<file path="src/rtl/c2e_pkg.sv">
// ----------------------------------------------------------------------------
// c2e_pkg: shared types and constants for the calendar to epoch converter
// Holds the sequencer states, the command and status records between the
// controller and the datapath, the millisecond constants and the month
// length lookup.
// ----------------------------------------------------------------------------
package c2e_pkg;

    localparam int LAST_YEAR_DEF = 2099;

    localparam int MS_W    = 42;
    localparam int YEAR_W  = 12;
    localparam int MONTH_W = 4;
    localparam int DAY_W   = 5;
    localparam int HOUR_W  = 5;
    localparam int MIN_W   = 6;
    localparam int SEC_W   = 6;
    localparam int SCALE_W = 22;
    localparam int PROD_W  = 32;

    localparam logic [YEAR_W-1:0]  FIRST_YEAR  = 12'd1970;
    localparam logic [YEAR_W-1:0]  SHORT_YEAR  = 12'd2000;
    localparam logic [MONTH_W-1:0] LAST_MONTH  = 4'd12;

    localparam logic [MS_W-1:0] MS_1970_TO_2000 = 42'd946684800000;
    localparam logic [MS_W-1:0] MS_COMMON_YEAR  = 42'd31536000000;
    localparam logic [MS_W-1:0] MS_LEAP_YEAR    = 42'd31622400000;
    localparam logic [MS_W-1:0] MS_31_DAYS      = 42'd2678400000;
    localparam logic [MS_W-1:0] MS_30_DAYS      = 42'd2592000000;
    localparam logic [MS_W-1:0] MS_29_DAYS      = 42'd2505600000;
    localparam logic [MS_W-1:0] MS_28_DAYS      = 42'd2419200000;
    localparam logic [MS_W-1:0] MS_ONE_DAY      = 42'd86400000;

    localparam logic [23:0] MONTHS_COMMON = 24'hEEFBB3;
    localparam logic [23:0] MONTHS_LEAP   = 24'hEEFBB7;

    typedef enum logic [3:0] {
        S_IDLE,
        S_HOUR,
        S_MIN,
        S_SEC,
        S_MS,
        S_BASE,
        S_YEAR,
        S_TABLE,
        S_MONTH,
        S_DONE
    } t_state;

    typedef enum logic [3:0] {
        OP_NONE,
        OP_LOAD,
        OP_HOUR,
        OP_MIN,
        OP_SEC,
        OP_MS,
        OP_BASE,
        OP_YEAR,
        OP_TABLE,
        OP_MONTH
    } t_dp_op;

    typedef struct packed {
        t_dp_op op;
    } t_dp_cmd;

    typedef struct packed {
        logic err;
        logic year_done;
        logic month_done;
    } t_dp_sts;

    // two-bit month code: 11 = 31 days, 10 = 30, 01 = 29, 00 = 28
    function automatic logic [MS_W-1:0] month_ms(input logic [1:0] code);
        logic [MS_W-1:0] ms;
        case (code)
            2'b11:   ms = MS_31_DAYS;
            2'b10:   ms = MS_30_DAYS;
            2'b01:   ms = MS_29_DAYS;
            default: ms = MS_28_DAYS;
        endcase
        return ms;
    endfunction

endpackage

</file>
<file path="src/rtl/calendar_to_epoch_ms.sv">
// ----------------------------------------------------------------------------
// calendar_to_epoch_ms: Gregorian date and time to milliseconds since epoch
// Converts year, month, day, hour, minute and second to milliseconds since
// 1970-01-01 00:00:00, with a range error for a bad month or year.
// ----------------------------------------------------------------------------
//
//  Channel   Handshake            Payload
//  -------   ------------------   -------------------------------------------
//  request   start / busy         i_year i_month i_day i_hour i_minute i_second
//  result    o_valid (strobe)     o_epoch_ms o_range_error
//
//  Sequence: a transaction is captured, then the time of day is scaled and the
//  base selected, then whole years are counted one per step (from 1970, or
//  from 2000 for later years; at most 29 or LAST_YEAR-2000), then the month
//  table is loaded and whole months are counted one per step, then the result
//  is strobed. The year loop sets the worst case for LAST_YEAR = 2099. A bad
//  month or year goes from capture straight to the result strobe.
//  Reset is synchronous and returns the sequencer to idle; no clearing pass.
//  The result is shown for exactly one cycle; the receiver cannot stall it.
//  busy is low again in the strobe cycle, so the next transaction can enter.
//
module calendar_to_epoch_ms #(
    parameter int LAST_YEAR = c2e_pkg::LAST_YEAR_DEF
) (
    input  logic                        i_clk,
    input  logic                        i_rst_n,
    input  logic                        start,
    output logic                        busy,
    input  logic [c2e_pkg::YEAR_W-1:0]  i_year,
    input  logic [c2e_pkg::MONTH_W-1:0] i_month,
    input  logic [c2e_pkg::DAY_W-1:0]   i_day,
    input  logic [c2e_pkg::HOUR_W-1:0]  i_hour,
    input  logic [c2e_pkg::MIN_W-1:0]   i_minute,
    input  logic [c2e_pkg::SEC_W-1:0]   i_second,
    output logic                        o_valid,
    output logic [c2e_pkg::MS_W-1:0]    o_epoch_ms,
    output logic                        o_range_error
);

    c2e_pkg::t_dp_cmd w_cmd;
    c2e_pkg::t_dp_sts w_sts;

    // sequencer: issue at most one datapath command per cycle
    c2e_ctrl u_ctrl (
        .i_clk   (i_clk),
        .i_rst_n (i_rst_n),
        .start   (start),
        .busy    (busy),
        .i_sts   (w_sts),
        .o_cmd   (w_cmd),
        .o_valid (o_valid)
    );

    // datapath: hold the transaction and accumulate milliseconds
    c2e_dp #(
        .LAST_YEAR (LAST_YEAR)
    ) u_dp (
        .i_clk         (i_clk),
        .i_year        (i_year),
        .i_month       (i_month),
        .i_day         (i_day),
        .i_hour        (i_hour),
        .i_minute      (i_minute),
        .i_second      (i_second),
        .i_cmd         (w_cmd),
        .o_sts         (w_sts),
        .o_epoch_ms    (o_epoch_ms),
        .o_range_error (o_range_error)
    );

`ifndef NO_ASSERTIONS
    // strobe lasts one cycle only
    a_strobe_single: assert property (@(posedge i_clk) disable iff (!i_rst_n)
        o_valid |=> !o_valid)
        else $error("result strobe held for more than one cycle");

    // an error result carries zero
    a_err_zero: assert property (@(posedge i_clk) disable iff (!i_rst_n)
        (o_valid && o_range_error) |-> (o_epoch_ms == '0))
        else $error("range error with non-zero time");

    // an accepted transaction makes the block busy
    a_accept_busy: assert property (@(posedge i_clk) disable iff (!i_rst_n)
        (start && !busy) |=> busy)
        else $error("transaction accepted but block not busy");

    // the strobe never shows while a transaction is at work
    a_strobe_idle: assert property (@(posedge i_clk) disable iff (!i_rst_n)
        o_valid |-> !busy)
        else $error("result strobe while busy");
`endif

endmodule

</file>
<file path="src/rtl/c2e_dp.sv">
// ----------------------------------------------------------------------------
// c2e_dp: datapath of the calendar to epoch converter
// Captures the transaction, scales the time of day, then accumulates whole
// years and whole months one per command.
// ----------------------------------------------------------------------------
module c2e_dp #(
    parameter int LAST_YEAR = c2e_pkg::LAST_YEAR_DEF
) (
    input  logic                          i_clk,
    input  logic [c2e_pkg::YEAR_W-1:0]    i_year,
    input  logic [c2e_pkg::MONTH_W-1:0]   i_month,
    input  logic [c2e_pkg::DAY_W-1:0]     i_day,
    input  logic [c2e_pkg::HOUR_W-1:0]    i_hour,
    input  logic [c2e_pkg::MIN_W-1:0]     i_minute,
    input  logic [c2e_pkg::SEC_W-1:0]     i_second,
    input  c2e_pkg::t_dp_cmd              i_cmd,
    output c2e_pkg::t_dp_sts              o_sts,
    output logic [c2e_pkg::MS_W-1:0]      o_epoch_ms,
    output logic                          o_range_error
);

    logic [c2e_pkg::YEAR_W-1:0]  r_year,   n_year;
    logic [c2e_pkg::MONTH_W-1:0] r_month,  n_month;
    logic [c2e_pkg::DAY_W-1:0]   r_day,    n_day;
    logic [c2e_pkg::HOUR_W-1:0]  r_hour,   n_hour;
    logic [c2e_pkg::MIN_W-1:0]   r_minute, n_minute;
    logic [c2e_pkg::SEC_W-1:0]   r_second, n_second;
    logic                        r_err,    n_err;
    logic [c2e_pkg::SCALE_W-1:0] r_scale,  n_scale;
    logic [c2e_pkg::MS_W-1:0]    r_acc,    n_acc;
    logic [c2e_pkg::YEAR_W-1:0]  r_y,      n_y;
    logic [1:0]                  r_m4,     n_m4;
    logic [6:0]                  r_m100,   n_m100;
    logic [8:0]                  r_m400,   n_m400;
    logic [23:0]                 r_tab,    n_tab;
    logic [c2e_pkg::MONTH_W-1:0] r_k,      n_k;

    logic                        w_leap;
    logic                        w_bad;
    logic [c2e_pkg::PROD_W-1:0]  w_prod;

    // leap rule from the running residues of the year counter
    assign w_leap = (r_m4 == 2'd0) && ((r_m100 != 7'd0) || (r_m400 == 9'd0));

    assign w_bad = (i_month == '0) || (i_month > c2e_pkg::LAST_MONTH)
                || (i_year < c2e_pkg::FIRST_YEAR)
                || (32'(i_year) > 32'(LAST_YEAR));

    assign w_prod = c2e_pkg::PROD_W'(r_scale) * 32'd1000;

    always_comb begin
        n_year   = r_year;
        n_month  = r_month;
        n_day    = r_day;
        n_hour   = r_hour;
        n_minute = r_minute;
        n_second = r_second;
        n_err    = r_err;
        n_scale  = r_scale;
        n_acc    = r_acc;
        n_y      = r_y;
        n_m4     = r_m4;
        n_m100   = r_m100;
        n_m400   = r_m400;
        n_tab    = r_tab;
        n_k      = r_k;
        case (i_cmd.op)
            c2e_pkg::OP_LOAD: begin
                n_year   = i_year;
                n_month  = i_month;
                n_day    = i_day;
                n_hour   = i_hour;
                n_minute = i_minute;
                n_second = i_second;
                n_err    = w_bad;
            end
            c2e_pkg::OP_HOUR: begin
                n_scale = c2e_pkg::SCALE_W'(r_hour)
                        + c2e_pkg::SCALE_W'(r_day) * 22'd24;
            end
            c2e_pkg::OP_MIN: begin
                n_scale = c2e_pkg::SCALE_W'(r_minute) + r_scale * 22'd60;
            end
            c2e_pkg::OP_SEC: begin
                n_scale = c2e_pkg::SCALE_W'(r_second) + r_scale * 22'd60;
            end
            c2e_pkg::OP_MS: begin
                // day is one-based: drop one day, wrapping for day zero
                n_acc = c2e_pkg::MS_W'(w_prod) - c2e_pkg::MS_ONE_DAY;
            end
            c2e_pkg::OP_BASE: begin
                if (r_year >= c2e_pkg::SHORT_YEAR) begin
                    n_acc  = r_acc + c2e_pkg::MS_1970_TO_2000;
                    n_y    = c2e_pkg::SHORT_YEAR;
                    n_m4   = 2'd0;
                    n_m100 = 7'd0;
                    n_m400 = 9'd0;
                end else begin
                    n_y    = c2e_pkg::FIRST_YEAR;
                    n_m4   = 2'd2;
                    n_m100 = 7'd70;
                    n_m400 = 9'd370;
                end
            end
            c2e_pkg::OP_YEAR: begin
                n_acc  = r_acc + (w_leap ? c2e_pkg::MS_LEAP_YEAR
                                         : c2e_pkg::MS_COMMON_YEAR);
                n_y    = r_y + 12'd1;
                n_m4   = r_m4 + 2'd1;
                n_m100 = (r_m100 == 7'd99)  ? 7'd0 : r_m100 + 7'd1;
                n_m400 = (r_m400 == 9'd399) ? 9'd0 : r_m400 + 9'd1;
            end
            c2e_pkg::OP_TABLE: begin
                n_tab = w_leap ? c2e_pkg::MONTHS_LEAP : c2e_pkg::MONTHS_COMMON;
                n_k   = 4'd1;
            end
            c2e_pkg::OP_MONTH: begin
                n_acc = r_acc + c2e_pkg::month_ms(r_tab[1:0]);
                n_tab = {2'b00, r_tab[23:2]};
                n_k   = r_k + 4'd1;
            end
            default: begin
            end
        endcase
    end

    always_ff @(posedge i_clk) begin
        r_year   <= n_year;
        r_month  <= n_month;
        r_day    <= n_day;
        r_hour   <= n_hour;
        r_minute <= n_minute;
        r_second <= n_second;
        r_err    <= n_err;
        r_scale  <= n_scale;
        r_acc    <= n_acc;
        r_y      <= n_y;
        r_m4     <= n_m4;
        r_m100   <= n_m100;
        r_m400   <= n_m400;
        r_tab    <= n_tab;
        r_k      <= n_k;
    end

    assign o_sts.err        = r_err;
    assign o_sts.year_done  = (r_y == r_year);
    assign o_sts.month_done = (r_k == r_month);

    assign o_epoch_ms    = r_err ? '0 : r_acc;
    assign o_range_error = r_err;

endmodule

</file>
<file path="src/rtl/c2e_ctrl.sv">
// ----------------------------------------------------------------------------
// c2e_ctrl: sequencer of the calendar to epoch converter
// Steps the datapath through capture, time scaling, the year loop and the
// month loop (skipping all on a range error), and raises the result strobe.
// ----------------------------------------------------------------------------
module c2e_ctrl (
    input  logic             i_clk,
    input  logic             i_rst_n,
    input  logic             start,
    output logic             busy,
    input  c2e_pkg::t_dp_sts i_sts,
    output c2e_pkg::t_dp_cmd o_cmd,
    output logic             o_valid
);

    c2e_pkg::t_state r_state, n_state;

    always_ff @(posedge i_clk) begin
        if (!i_rst_n) begin
            r_state <= c2e_pkg::S_IDLE;
        end else begin
            r_state <= n_state;
        end
    end

    always_comb begin
        n_state  = r_state;
        o_cmd.op = c2e_pkg::OP_NONE;
        busy     = 1'b1;
        o_valid  = 1'b0;
        case (r_state)
            c2e_pkg::S_IDLE: begin
                busy = 1'b0;
                if (start) begin
                    o_cmd.op = c2e_pkg::OP_LOAD;
                    n_state  = c2e_pkg::S_HOUR;
                end
            end
            c2e_pkg::S_HOUR: begin
                if (i_sts.err) begin
                    n_state = c2e_pkg::S_DONE;
                end else begin
                    o_cmd.op = c2e_pkg::OP_HOUR;
                    n_state  = c2e_pkg::S_MIN;
                end
            end
            c2e_pkg::S_MIN: begin
                o_cmd.op = c2e_pkg::OP_MIN;
                n_state  = c2e_pkg::S_SEC;
            end
            c2e_pkg::S_SEC: begin
                o_cmd.op = c2e_pkg::OP_SEC;
                n_state  = c2e_pkg::S_MS;
            end
            c2e_pkg::S_MS: begin
                o_cmd.op = c2e_pkg::OP_MS;
                n_state  = c2e_pkg::S_BASE;
            end
            c2e_pkg::S_BASE: begin
                o_cmd.op = c2e_pkg::OP_BASE;
                n_state  = c2e_pkg::S_YEAR;
            end
            c2e_pkg::S_YEAR: begin
                if (i_sts.year_done) begin
                    n_state = c2e_pkg::S_TABLE;
                end else begin
                    o_cmd.op = c2e_pkg::OP_YEAR;
                end
            end
            c2e_pkg::S_TABLE: begin
                o_cmd.op = c2e_pkg::OP_TABLE;
                n_state  = c2e_pkg::S_MONTH;
            end
            c2e_pkg::S_MONTH: begin
                if (i_sts.month_done) begin
                    n_state = c2e_pkg::S_DONE;
                end else begin
                    o_cmd.op = c2e_pkg::OP_MONTH;
                end
            end
            c2e_pkg::S_DONE: begin
                // result on the ports; a new transaction may enter now
                busy    = 1'b0;
                o_valid = 1'b1;
                if (start) begin
                    o_cmd.op = c2e_pkg::OP_LOAD;
                    n_state  = c2e_pkg::S_HOUR;
                end else begin
                    n_state  = c2e_pkg::S_IDLE;
                end
            end
            default: begin
                n_state = c2e_pkg::S_IDLE;
            end
        endcase
    end

endmodule
</file>
<file path="config.mk">
export PLATFORM = sky130hd
export DESIGN_NAME = calendar_to_epoch_ms
export DESIGN_NICKNAME = d
export VERILOG_FILES = /design/src/rtl/c2e_pkg.sv /design/src/rtl/calendar_to_epoch_ms.sv /design/src/rtl/c2e_dp.sv /design/src/rtl/c2e_ctrl.sv
export SDC_FILE = /design/constraint.sdc
export NUM_CORES = 1
export LEC_CHECK = 0
export ABC_CLOCK_PERIOD_IN_PS = 7010
export BUFFER_PORTS_ARGS = -buffer_cell sky130_fd_sc_hd__buf_2
export CAP_MARGIN = 25
export CORE_ASPECT_RATIO = 0.8
export CORE_UTILIZATION = 38
export CTS_CLUSTER_SIZE = 40
export DETAILED_ROUTE_END_ITERATION = 6
export PLACE_DENSITY = 0.59
export RECOVER_POWER = 100
export SLEW_MARGIN = 25
export SYNTH_ARGS = -nofsm -noshare
export SYNTH_HDL_FRONTEND = slang
export SYNTH_SLANG_ARGS = --single-unit
</file>
<file path="constraint.sdc">
create_clock -name i_clk -period 7.01 [get_ports i_clk]
set_input_delay 0.3505 -clock i_clk [delete_from_list [all_inputs] [get_ports i_clk]]
set_output_delay 0.3505 -clock i_clk [all_outputs]
set_load 0.05 [all_outputs]
</file>
* Word-level counts from Yosys, hierarchy flattened
Index checks and enable logic that the tools add are counted.
** Operators by class
- $add $sub $neg :: 12
- Multipliers :: 3
- Order comparisons :: 4
- Equality and inequality tests :: 29
- Mux-type cells :: 32
- Reduce and logical (&&, ||, !) cells :: 17
** Operator list (count)
- 42-bit case mux with 4 select lines :: 1
- 42-bit 2-to-1 mux :: 3
- 42-bit adder :: 2
- 28-bit case mux with 3 select lines :: 1
- 22-bit case mux with 3 select lines :: 1
- 24-bit case mux with 2 select lines :: 1
- 6-bit by 22-bit adder with 22-bit output :: 2
- 42-bit by 40-bit adder with 42-bit output, second input constant :: 1
- 4-bit case mux with 10 select lines :: 1
- 4-bit case mux with 9 select lines :: 1
- 32-bit by 27-bit subtractor with 33-bit output, second input constant :: 1
- 4-bit by 3-bit equality test with 1-bit output, second input constant :: 8
- 22-bit by 7-bit multiplier with 29-bit output, second input constant :: 1
- 28-bit 2-to-1 mux :: 1
- 12-bit case mux with 2 select lines :: 1
- 22-bit by 4-bit multiplier with 20-bit output, second input constant :: 1
- 7-bit 2-to-1 mux :: 3
- 4-bit 2-to-1 mux :: 5
- 9-bit 2-to-1 mux :: 2
- 9-bit case mux with 2 select lines :: 1
- 4-bit by 2-bit equality test with 1-bit output, second input constant :: 4
- 4-bit equality test, second input constant :: 4
- 7-bit case mux with 2 select lines :: 1
- 12-bit by 1-bit adder with 12-bit output, second input constant :: 1
- 36 further kinds :: 49
** Storage, ports and cells
- Bits in registers :: 165
- Input bits :: 41
- Output and inout port bits :: 45
- Word-level logic and storage cells :: 113

* Logic depth before layout (Yosys ltp)
Gate-level depths: netlist of the first run.
- Depth in word-level cells :: 7
- Depth in mapped cells :: 20
- Mapped depth without buffers :: 19

* Hierarchy
Synthesis of the first run repeated with hierarchy kept, for this count alone.
** Second synthesis, totals
- Cell total of the unflattened synthesis :: 1509
- Area total of the unflattened synthesis :: 15049.4 um^2
** By module, submodules not included
- c2e_dp :: times used 1, cells an instance 1461, area each 14690.3 um^2, sequential area each 4714.5 um^2
- c2e_ctrl :: times used 1, cells an instance 48, area each 359.1 um^2, sequential area each 80.1 um^2

* Least setup slack after synthesis of the first run
No wires, ideal clock.
- Kind :: reg-to-reg
- Start :: register u_dp.r_scale[15] (netlist name)
- End :: register u_dp.r_acc[29] (netlist name) (data pin)
- Library setup time :: 0.272 ns
- Arrival :: 5.359 ns
- Data required time :: 6.738 ns
- Path slack :: 1.379 ns
- Cell stages (with the launch flop) :: 20
- Buffers on the path :: 1
- Period minus slack after synthesis :: 5.631 ns
- Path through :: edfxtp_1 > inv_1 > fa_1 > fa_1 > inv_1 > fa_1 > inv_1 > fa_1 > inv_1 > ha_1 > clkbuf_1 > and2_1 > a221o_1 > a21oi_1 > o21bai_1 > or2_2 > o311ai_4 > o21a_1 > a211oi_1 > or4_1
** On the way
- Word-level cells in the longest chain between the ends :: 3
** RTL lines
- from (decl) :: RTL line c2e_dp.sv:29 : logic [c2e_pkg::SCALE_W-1:0] r_scale, n_scale;
- from (signal assigned) :: RTL line c2e_dp.sv:135 : r_scale <= n_scale;
- 22-bit by 7-bit multiplier with 29-bit output :: RTL line c2e_dp.sv:49 : assign w_prod = c2e_pkg::PROD_W'(r_scale) * 32'd1000;
- 32-bit by 27-bit subtractor with 33-bit output :: RTL line c2e_dp.sv:89 : n_acc = c2e_pkg::MS_W'(w_prod) - c2e_pkg::MS_ONE_DAY;
- 42-bit case mux with 4 select lines :: RTL line c2e_dp.sv:67 : case (i_cmd.op)
- via u_dp.n_acc (one bit) :: RTL line c2e_dp.sv:30 : logic [c2e_pkg::MS_W-1:0] r_acc, n_acc;
- to (signal assigned) :: RTL line c2e_dp.sv:136 : r_acc <= n_acc;
- to (decl) :: RTL line c2e_dp.sv:30
The timed path passes the listed nets, and every way through them passes these cells.
A chain may end at the register's enable or synchronous reset.

* Final worst setup path of the first run
- Start :: register u_dp.r_scale[2] (netlist name)
- End :: register u_dp.r_acc[29] (netlist name) (data pin)
The elaborated chain is that of the path after synthesis.

==> results_dict.tcl, run 1 <==
set metrics [dict create \
    overflow 0 \
    post_cts_resized 0 \
    crit_top_cell "fa_1" \
    vias 11000 \
    finalNonFillerCells 2137 \
    worst_skew_pair.late_latency_ns 0.46 \
    critPathLaunchType "register" \
    critical_path.slowest_cell "fa_1" \
    cts.path.max_buffers 2 \
    io_buffer_count 82 \
    gp_congestion 0.857 \
    drc 0 \
    setup_tns_ns 0 \
    yosys_most_used_dff "edfxtp_1" \
    wire_per_inst_um 15.2 \
    synth_area_per_cell_sq_um 9.92 \
    routed_wl_mm 32.5 \
    grt_max_degree 42 \
    fin_skew_ns 0.0171 \
    path_class "reg2reg" \
    finalCritPeriodShare 0.904 \
    ys_ff_latch 161 \
    crit_path_end_kind "register" \
    antenna_found_initial 0 \
    slew_headroom -0.358 \
    drtIter0Drc 616 \
    synth.distinct_cells 83 \
    grt_pass1_vias 10700 \
    r2r_start "u_dp.r_scale[2]" \
    cts-root-buf "clkbuf_16" \
    hold_viol_final 0 \
    finalMaxSlewViolations 177 \
    placed_area_sq_um 16100 \
    dp_hpwl_mm 25.4 \
    clk_pin_slew_ns 0.08 \
    h-tree-depth 4 \
    cts_inserted_buffers 17 \
    grt_pass1_wl_mm 54.1 \
    synth_edf_count 157 \
    ant_nets 0 \
    min_from "i_minute[1]" \
    diodes 0 \
    arrival_ns 6.53 \
    final_common_cell "inv_1" \
    ys_seq_area_frac 0.318 \
    critPathMaxFanout 7 \
    ios 86 \
    fin_crit_ns 6.34 \
    fillers 3794 \
    rsz0062_at_grt "false" \
    setup_viol 0 \
    multi_input_area_sq_um 9500 \
    dp.cells 2104 \
    grtUsageTotal 0.165 \
    worst_ep_required_time_ns 7.20 \
    maxCapViolCount 5 \
    cts_tree "done" \
    ys_async_sr_fraction 0 \
    crit_chain "fa_1 -> fa_1 -> inv_1 -> fa_1 -> fa_1 -> inv_1 -> ha_1 -> a21o_1 -> or3_1 -> o21ai_0 -> a21boi_0 -> o221ai_1 -> a31oi_1 -> o31ai_1 -> a211oi_1 -> or4_1" \
    final_cell_mix "167 x inv_1, 157 x edfxtp_1, 136 x ha_1" \
    outcome "complete, but fails checks" \
    die_h_um 180 \
    nNetsFinal 1872 \
    area.growth.synth_to_final_pct 9.97 \
    clock_sinks 161 \
    violations "capacitance limit, slew limit" \
    synth_cells 1522 \
    viasPerCell 5.15 \
    max_stage_delay_ns 0.60 \
    crit_start "u_dp.r_scale[2]" \
    drive_gt1_frac 0.0566 \
    worstMarginPinSlew_ns 2.04 \
    die_area_sq_um 40500 \
    cts_setup_buffers 0 \
    fp.coreArea_sq_um 38700 \
    hold_path_class "in2reg" \
    fmax_mhz 158 \
    register_area_sq_um 4790 \
    firstDrtPassIters 5 \
    start_util 0.390 \
    synth_area_sq_um 15100 \
    hold_buffers 0 \
    die_x_um 225 \
    final_cell_area_sq_um 16600 \
    ys_warn_count 0 \
    fp-row-count 64 \
]
cell type report:
class / count / area share
clock buffer: 17 / 0.0256
clock inverter: 15 / 0.0123
inverter: 167 / 0.0378
multi-input combinational: 1155 / 0.572
sequential: 161 / 0.289
tap: 528 / 0.0398
timing repair buffer: 94 / 0.0235
logic make-up (layout without fill, tap and decap cells):
kind of cell | Yosys count | count (layout) | share of synthesized area
buf+inv | 208 | 293 | 0.0526
other cells | 1 | 3 | 0.000248
mux | 9 | 9 | 0.00630
xor+xnor | 130 | 130 | 0.0764
flops | 161 | 161 | 0.318
fa+ha+maj | 235 | 235 | 0.244
simple gates | 444 | 444 | 0.152
compound gates | 334 | 334 | 0.151
critical path, delay by kind of cell (launching register included):
| family | cells | cell delay (ns) |
|---|---|---|
| flops | 1 | 0.55 |
| compound gates | 7 | 2.13 |
| buf+inv | 2 | 0.09 |
| simple gates | 2 | 0.82 |
| fa+ha+maj | 5 | 2.49 |
stage by stage:
| step | hold WS [ns] | utilization | setup slack (ns) |
|---|---|---|---|
| 2_1_floorplan | 0.449 | - | 1.38 |
| 3_3_place_gp | 0.481 | 0.417 | 0.955 |
| 3_5_place_dp | 0.486 | 0.417 | 0.816 |
| 4_1_cts | 0.0447 | 0.433 | 0.807 |
| 5_1_grt | 0.0453 | 0.429 | 0.199 |
| 6_report | 0.0684 | 0.429 | 0.674 |
final timing paths:
path / end / slack (ns) / cells after the start
worst max-delay path: u_dp.r_acc[29] / 0.67 / 16
worst min register to register: u_dp.r_tab[18] / 0.50 / 1
worst min-delay path: u_dp.r_minute[1] / 0.07 / 1
worst max register to register: u_dp.r_acc[29] / 0.67 / 16
cell usage after synthesis, drive strengths merged (22+ instances only):
master,instances,area (sq um)
nor3,22,110
xnor2,80,708
a21o,37,278
o21ai,84,432
and2,24,150
nor2b,54,340
fa,99,1980
nand2,94,355
xor2,50,445
edfxtp,157,4710
nand2b,37,231
ha,136,1700
nor2,92,345
a21oi,77,385
clkbuf,36,135
inv,167,627
nand3,37,185
per-layer routing:
layer	share of wire	GRT usage
met1	0.54	0.250
met2	0.42	0.245
met3	0.034	0.0266
met4	0.011	0.0343
met5	0	0
state kept, by name, indices dropped and copies added, names as in the netlist, 4 cells and up:
name / flops
u_dp.r_hour: 5
u_dp.r_m400: 9
u_dp.r_scale: 22
u_dp.r_m100: 7
u_dp.r_month: 4
u_dp.r_second: 6
u_dp.r_acc: 39
u_dp.r_k: 4
u_ctrl.r_state: 4
u_dp.r_minute: 6
u_dp.r_day: 5
u_dp.r_y: 12
u_dp.r_tab: 23
u_dp.r_year: 12
Power of run 1 is not shown: default switching activity piles up to over one toggle a cycle in this logic, so the estimate is an artifact.
==> inputs of run 2 (changes only) <==
--- a/config.mk
+++ b/config.mk
@@ -6,7 +6,7 @@
 export NUM_CORES = 1
 export LEC_CHECK = 0
 export ABC_CLOCK_PERIOD_IN_PS = 7010
-export BUFFER_PORTS_ARGS = -buffer_cell sky130_fd_sc_hd__buf_2
+export BUFFER_PORTS_ARGS = -buffer_cell sky130_fd_sc_hd__buf_4
 export CAP_MARGIN = 25
 export CORE_ASPECT_RATIO = 0.8
 export CORE_UTILIZATION = 38
==> results_dict.tcl, run 2 (synthesized netlist as in run 1, its figures left out) <==
set metrics [dict create \
    drtIter0Drc 593 \
    violations "capacitance limit, slew limit" \
    slew_headroom -0.382 \
    wire_per_inst_um 15.5 \
    whs_ns 0.0848 \
    critPathMaxFanout 7 \
    crit_top_cell "fa_1" \
    die_x_um 225 \
    fin_crit_ns 6.32 \
    hold_viol_final 0 \
    diodes 0 \
    cts_setup_buffers 0 \
    maxCapViolCount 7 \
    finalMaxSlewViolations 207 \
    start_util 0.390 \
    vias 11100 \
    io_buffer_count 82 \
    cp_top_family "adder cells" \
    grtUsageTotal 0.167 \
    worst_skew_pair.late_latency_ns 0.46 \
    hold_buffers 0 \
    cts-root-buf "clkbuf_16" \
    fp-row-count 64 \
    crit_chain "fa_1 -> fa_1 -> inv_1 -> fa_1 -> fa_1 -> inv_1 -> ha_1 -> a21o_1 -> or3_1 -> o21ai_0 -> a21boi_0 -> o221ai_1 -> a31oi_1 -> o31ai_1 -> a211oi_1 -> or4_1" \
    cts_tree "done" \
    grt_pass1_wl_mm 54.5 \
    final_common_cell "inv_1" \
    worst_ep_required_time_ns 7.21 \
    grt_pass1_vias 10800 \
    overflow 0 \
    post_cts_resized 0 \
    regMostFlops "u_dp.r_acc" \
    drive_gt1_frac 0.0584 \
    path_class "reg2reg" \
    largest_reg_flops 39 \
    cts.path.max_buffers 2 \
    crit_path_end_kind "register" \
    hold_path_class "in2reg" \
    fin_skew_ns 0.0140 \
    die_area_sq_um 40500 \
    fmax_mhz 158 \
    area.growth.synth_to_final_pct 10.7 \
    worstMarginPinSlew_ns 2.07 \
    gr-usage-met3 0.0279 \
    finalCritPeriodShare 0.902 \
    firstDrtPassIters 7 \
    die_h_um 180 \
    clock_sinks 161 \
    dp_hpwl_mm 25.8 \
    critPathLaunchType "register" \
    routed_wl_mm 33.1 \
    ios 86 \
    drc 0 \
    grt_max_degree 42 \
    antenna_found_initial 0 \
    max_stage_delay_ns 0.60 \
    nNetsFinal 1872 \
    rsz0062_at_grt "false" \
    setup_viol 0 \
    arrival_ns 6.52 \
    gr-max-usage-layer "met1" \
    outcome "complete, but fails checks" \
    h-tree-depth 4 \
    viasPerCell 5.18 \
    clk_pin_slew_ns 0.08 \
    gp_congestion 0.834 \
    met1_usage 0.252 \
    critical_path.slowest_cell "fa_1" \
    reg_top3 "u_dp.r_acc (39), u_dp.r_tab (23), u_dp.r_scale (22)" \
    ant_nets 0 \
    final_cell_mix "167 x inv_1, 157 x edfxtp_1, 136 x ha_1" \
    fp.coreArea_sq_um 38700 \
    cts_inserted_buffers 17 \
    use_met2 0.244 \
    setup_tns_ns 0 \
    crit_buf_inv 2 \
]
## run 2: final cells by class
type	count	area, sq um
Clock buffer	17	425
Clock inverter	15	229
Fill cell	3770	22000
Inverter	167	627
Multi-Input combinational cell	1155	9510
Sequential cell	161	4790
Tap cell	528	661
Timing Repair Buffer	94	462
## run 2: path summary, 6_finish.rpt
check                                      from               end  slack [ns]  depth (start not counted)
worst max-delay path            u_dp.r_scale[2]    u_dp.r_acc[29]        0.69                         16
worst min-delay path                i_minute[1]  u_dp.r_minute[1]        0.08                          1
worst max register to register  u_dp.r_scale[2]    u_dp.r_acc[29]        0.69                         16
worst min register to register   u_dp.r_tab[20]    u_dp.r_tab[18]        0.51                          1
## run 2: layer usage
metal	routed length (um)	part of all wire	vias up
met5	0	0	-
met4	472	0.014	0
met3	1180	0.036	33
met2	13900	0.42	182
met1	17500	0.53	5350
li1	-	-	5501
## run 2: worst reg2reg max path: cells and delay by family (launching register included)
family / cells / cell delay (ns)
DFF: 1 / 0.56
AOI/OAI and AO/OA: 7 / 2.09
adders and majority gates: 5 / 2.51
buffers and inverters: 2 / 0.09
and+or+nand+nor: 2 / 0.81
## run 2: through the flow
step	utilization	worst slack, ns	std cells	area [sq um]
2_1_floorplan	-	1.38	1524	15100
3_3_place_gp	0.422	0.955	2104	16300
3_5_place_dp	0.422	0.843	2104	16300
4_1_cts	0.439	0.848	2136	17000
5_1_grt	0.432	0.207	2137	16700
6_report	0.432	0.685	2137	16700
Power of run 2 is left out for the same reason.
==> inputs of run 3 (changes only) <==
--- a/config.mk
+++ b/config.mk
@@ -12,7 +12,8 @@
 export CORE_UTILIZATION = 38
 export CTS_CLUSTER_SIZE = 40
 export DETAILED_ROUTE_END_ITERATION = 6
-export PLACE_DENSITY = 0.59
+export HOLD_SLACK_MARGIN = 0.1
+export PLACE_DENSITY = 0.56
 export RECOVER_POWER = 100
 export SLEW_MARGIN = 25
 export SYNTH_ARGS = -nofsm -noshare
==> results_dict.tcl, run 3 (synthesized netlist as in run 1, its figures left out) <==
set metrics [dict create \
    outcome "complete, but fails checks" \
    violations "capacitance limit, slew limit" \
    crit_top_cell "fa_1" \
    r2r_start "u_dp.r_scale[2]" \
    slew_headroom -0.380 \
    drive_gt1_frac 0.0553 \
    cts-root-buf "clkbuf_16" \
    ant_nets 0 \
    worst_ep_required_time_ns 7.14 \
    critPathLaunchType "register" \
    die_h_um 180 \
    ios 86 \
    gp_congestion 0.836 \
    overflow 0 \
    worst_skew_pair.late_latency_ns 0.46 \
    worstMarginPinSlew_ns 2.07 \
    cts_inserted_buffers 17 \
    cts.path.max_buffers 2 \
    setup_viol 0 \
    fp-row-count 64 \
    drtIter0Drc 644 \
    wire_per_inst_um 15.4 \
    hold_path_class "in2reg" \
    setup_ws_ns 0.631 \
    grt_pass1_wl_mm 56.3 \
    min_from "i_rst_n" \
    reg_top3 "u_dp.r_acc (39), u_dp.r_tab (23), u_dp.r_scale (22)" \
    critical_path.slowest_cell "fa_1" \
    firstDrtPassIters 5 \
    rsz0062_at_grt "false" \
    grtUsageTotal 0.172 \
    clock_sinks 161 \
    fillers 3737 \
    clk_pin_slew_ns 0.08 \
    final_common_cell "inv_1" \
    die_x_um 225 \
    grt_pass1_vias 11100 \
    h-tree-depth 4 \
    hold_viol_final 0 \
    vias 11100 \
    io_buffer_count 82 \
    fmax_mhz 157 \
    drc 0 \
    multi_input_area_sq_um 9500 \
    grt_max_degree 42 \
    fin_crit_ns 6.38 \
    finalNonFillerCells 2174 \
    antenna_found_initial 0 \
    arrival_ns 6.51 \
    place_worst_setup_slack_ns 0.819 \
    viasPerCell 5.12 \
    cts_tree "done" \
    routed_wl_mm 33.4 \
    maxCapViolCount 7 \
    finalCritPeriodShare 0.910 \
    dp.cells 2103 \
    register_area_sq_um 4790 \
    regMostFlops "u_dp.r_acc" \
    critPathMaxFanout 10 \
    crit_path_end_kind "register" \
    setup_tns_ns 0 \
    finalMaxSlewViolations 213 \
    diodes 0 \
    start_util 0.390 \
    die_area_sq_um 40500 \
    max_stage_delay_ns 0.59 \
    final_cell_mix "167 x inv_1, 157 x edfxtp_1, 136 x ha_1" \
    path_class "reg2reg" \
    fp.coreArea_sq_um 38700 \
    cts_setup_buffers 0 \
    crit_chain "fa_1 -> fa_1 -> inv_1 -> fa_1 -> fa_1 -> inv_1 -> ha_1 -> a21o_1 -> or3_1 -> o21ai_0 -> a21boi_0 -> o221ai_1 -> a31oi_1 -> o221ai_2 -> nand4_1 -> nand2_2 -> o21ai_0" \
    largest_reg_flops 39 \
    area.growth.synth_to_final_pct 12.7 \
    dp_hpwl_mm 25.8 \
    nNetsFinal 1909 \
    fin_skew_ns 0.0136 \
    crit_start "u_dp.r_scale[2]" \
]
==> run 3: metrics by stage <==
step / cell area, sq um / hold WS [ns] / util
floorplan: 15100 / 0.449 / -
global placement: 16300 / 0.481 / 0.422
detailed placement: 16300 / 0.484 / 0.422
CTS: 17300 / 0.100 / 0.447
global route: 17000 / 0.111 / 0.440
finish: 17000 / 0.125 / 0.440
==> run 3: path summary, 6_finish.rpt <==
| kind | slack [ns] | cells after the start | to |
|---|---|---|---|
| hold reg to reg | 0.50 | 1 | u_dp.r_tab[15] |
| hold / removal | 0.12 | 2 | u_ctrl.r_state[3] |
| setup / recovery | 0.63 | 17 | u_dp.r_acc[33] |
| setup reg to reg | 0.63 | 17 | u_dp.r_acc[33] |
==> run 3: layout make-up <==
cell class,instances,share of cell area
inverters,167,0.0369
clock inverters,15,0.00964
multi-input cells,1155,0.559
well taps,528,0.0388
clock buffers,17,0.0250
repair buffers,131,0.0491
flip-flops and latches,161,0.282
==> run 3: what timing repair did <==
action,4_1_cts,5_1_grt
gates resized for setup,0,0
hold endpoints to repair,38,0
hold buffers,38,0
==> run 3: critical path, delay by kind of cell (launching register included) <==
kind	cells	cell delay [ns]
flip-flops	1	0.55
AND/OR/NAND/NOR	3	0.82
AO/OA/AOI/OAI	7	2.10
buffers and inverters	2	0.09
adder cells (fa/ha/maj)	5	2.50
==> run 3: per-layer routing <==
metal / global-route usage / up-vias / part of all wire
li1: - / 5580 / -
met1: 0.261 / 5362 / 0.53
met2: 0.254 / 172 / 0.42
met3: 0.0295 / 20 / 0.035
met4: 0.0348 / 0 / 0.0084
met5: 0 / - / 0
Power of run 3 is left out for the same reason.
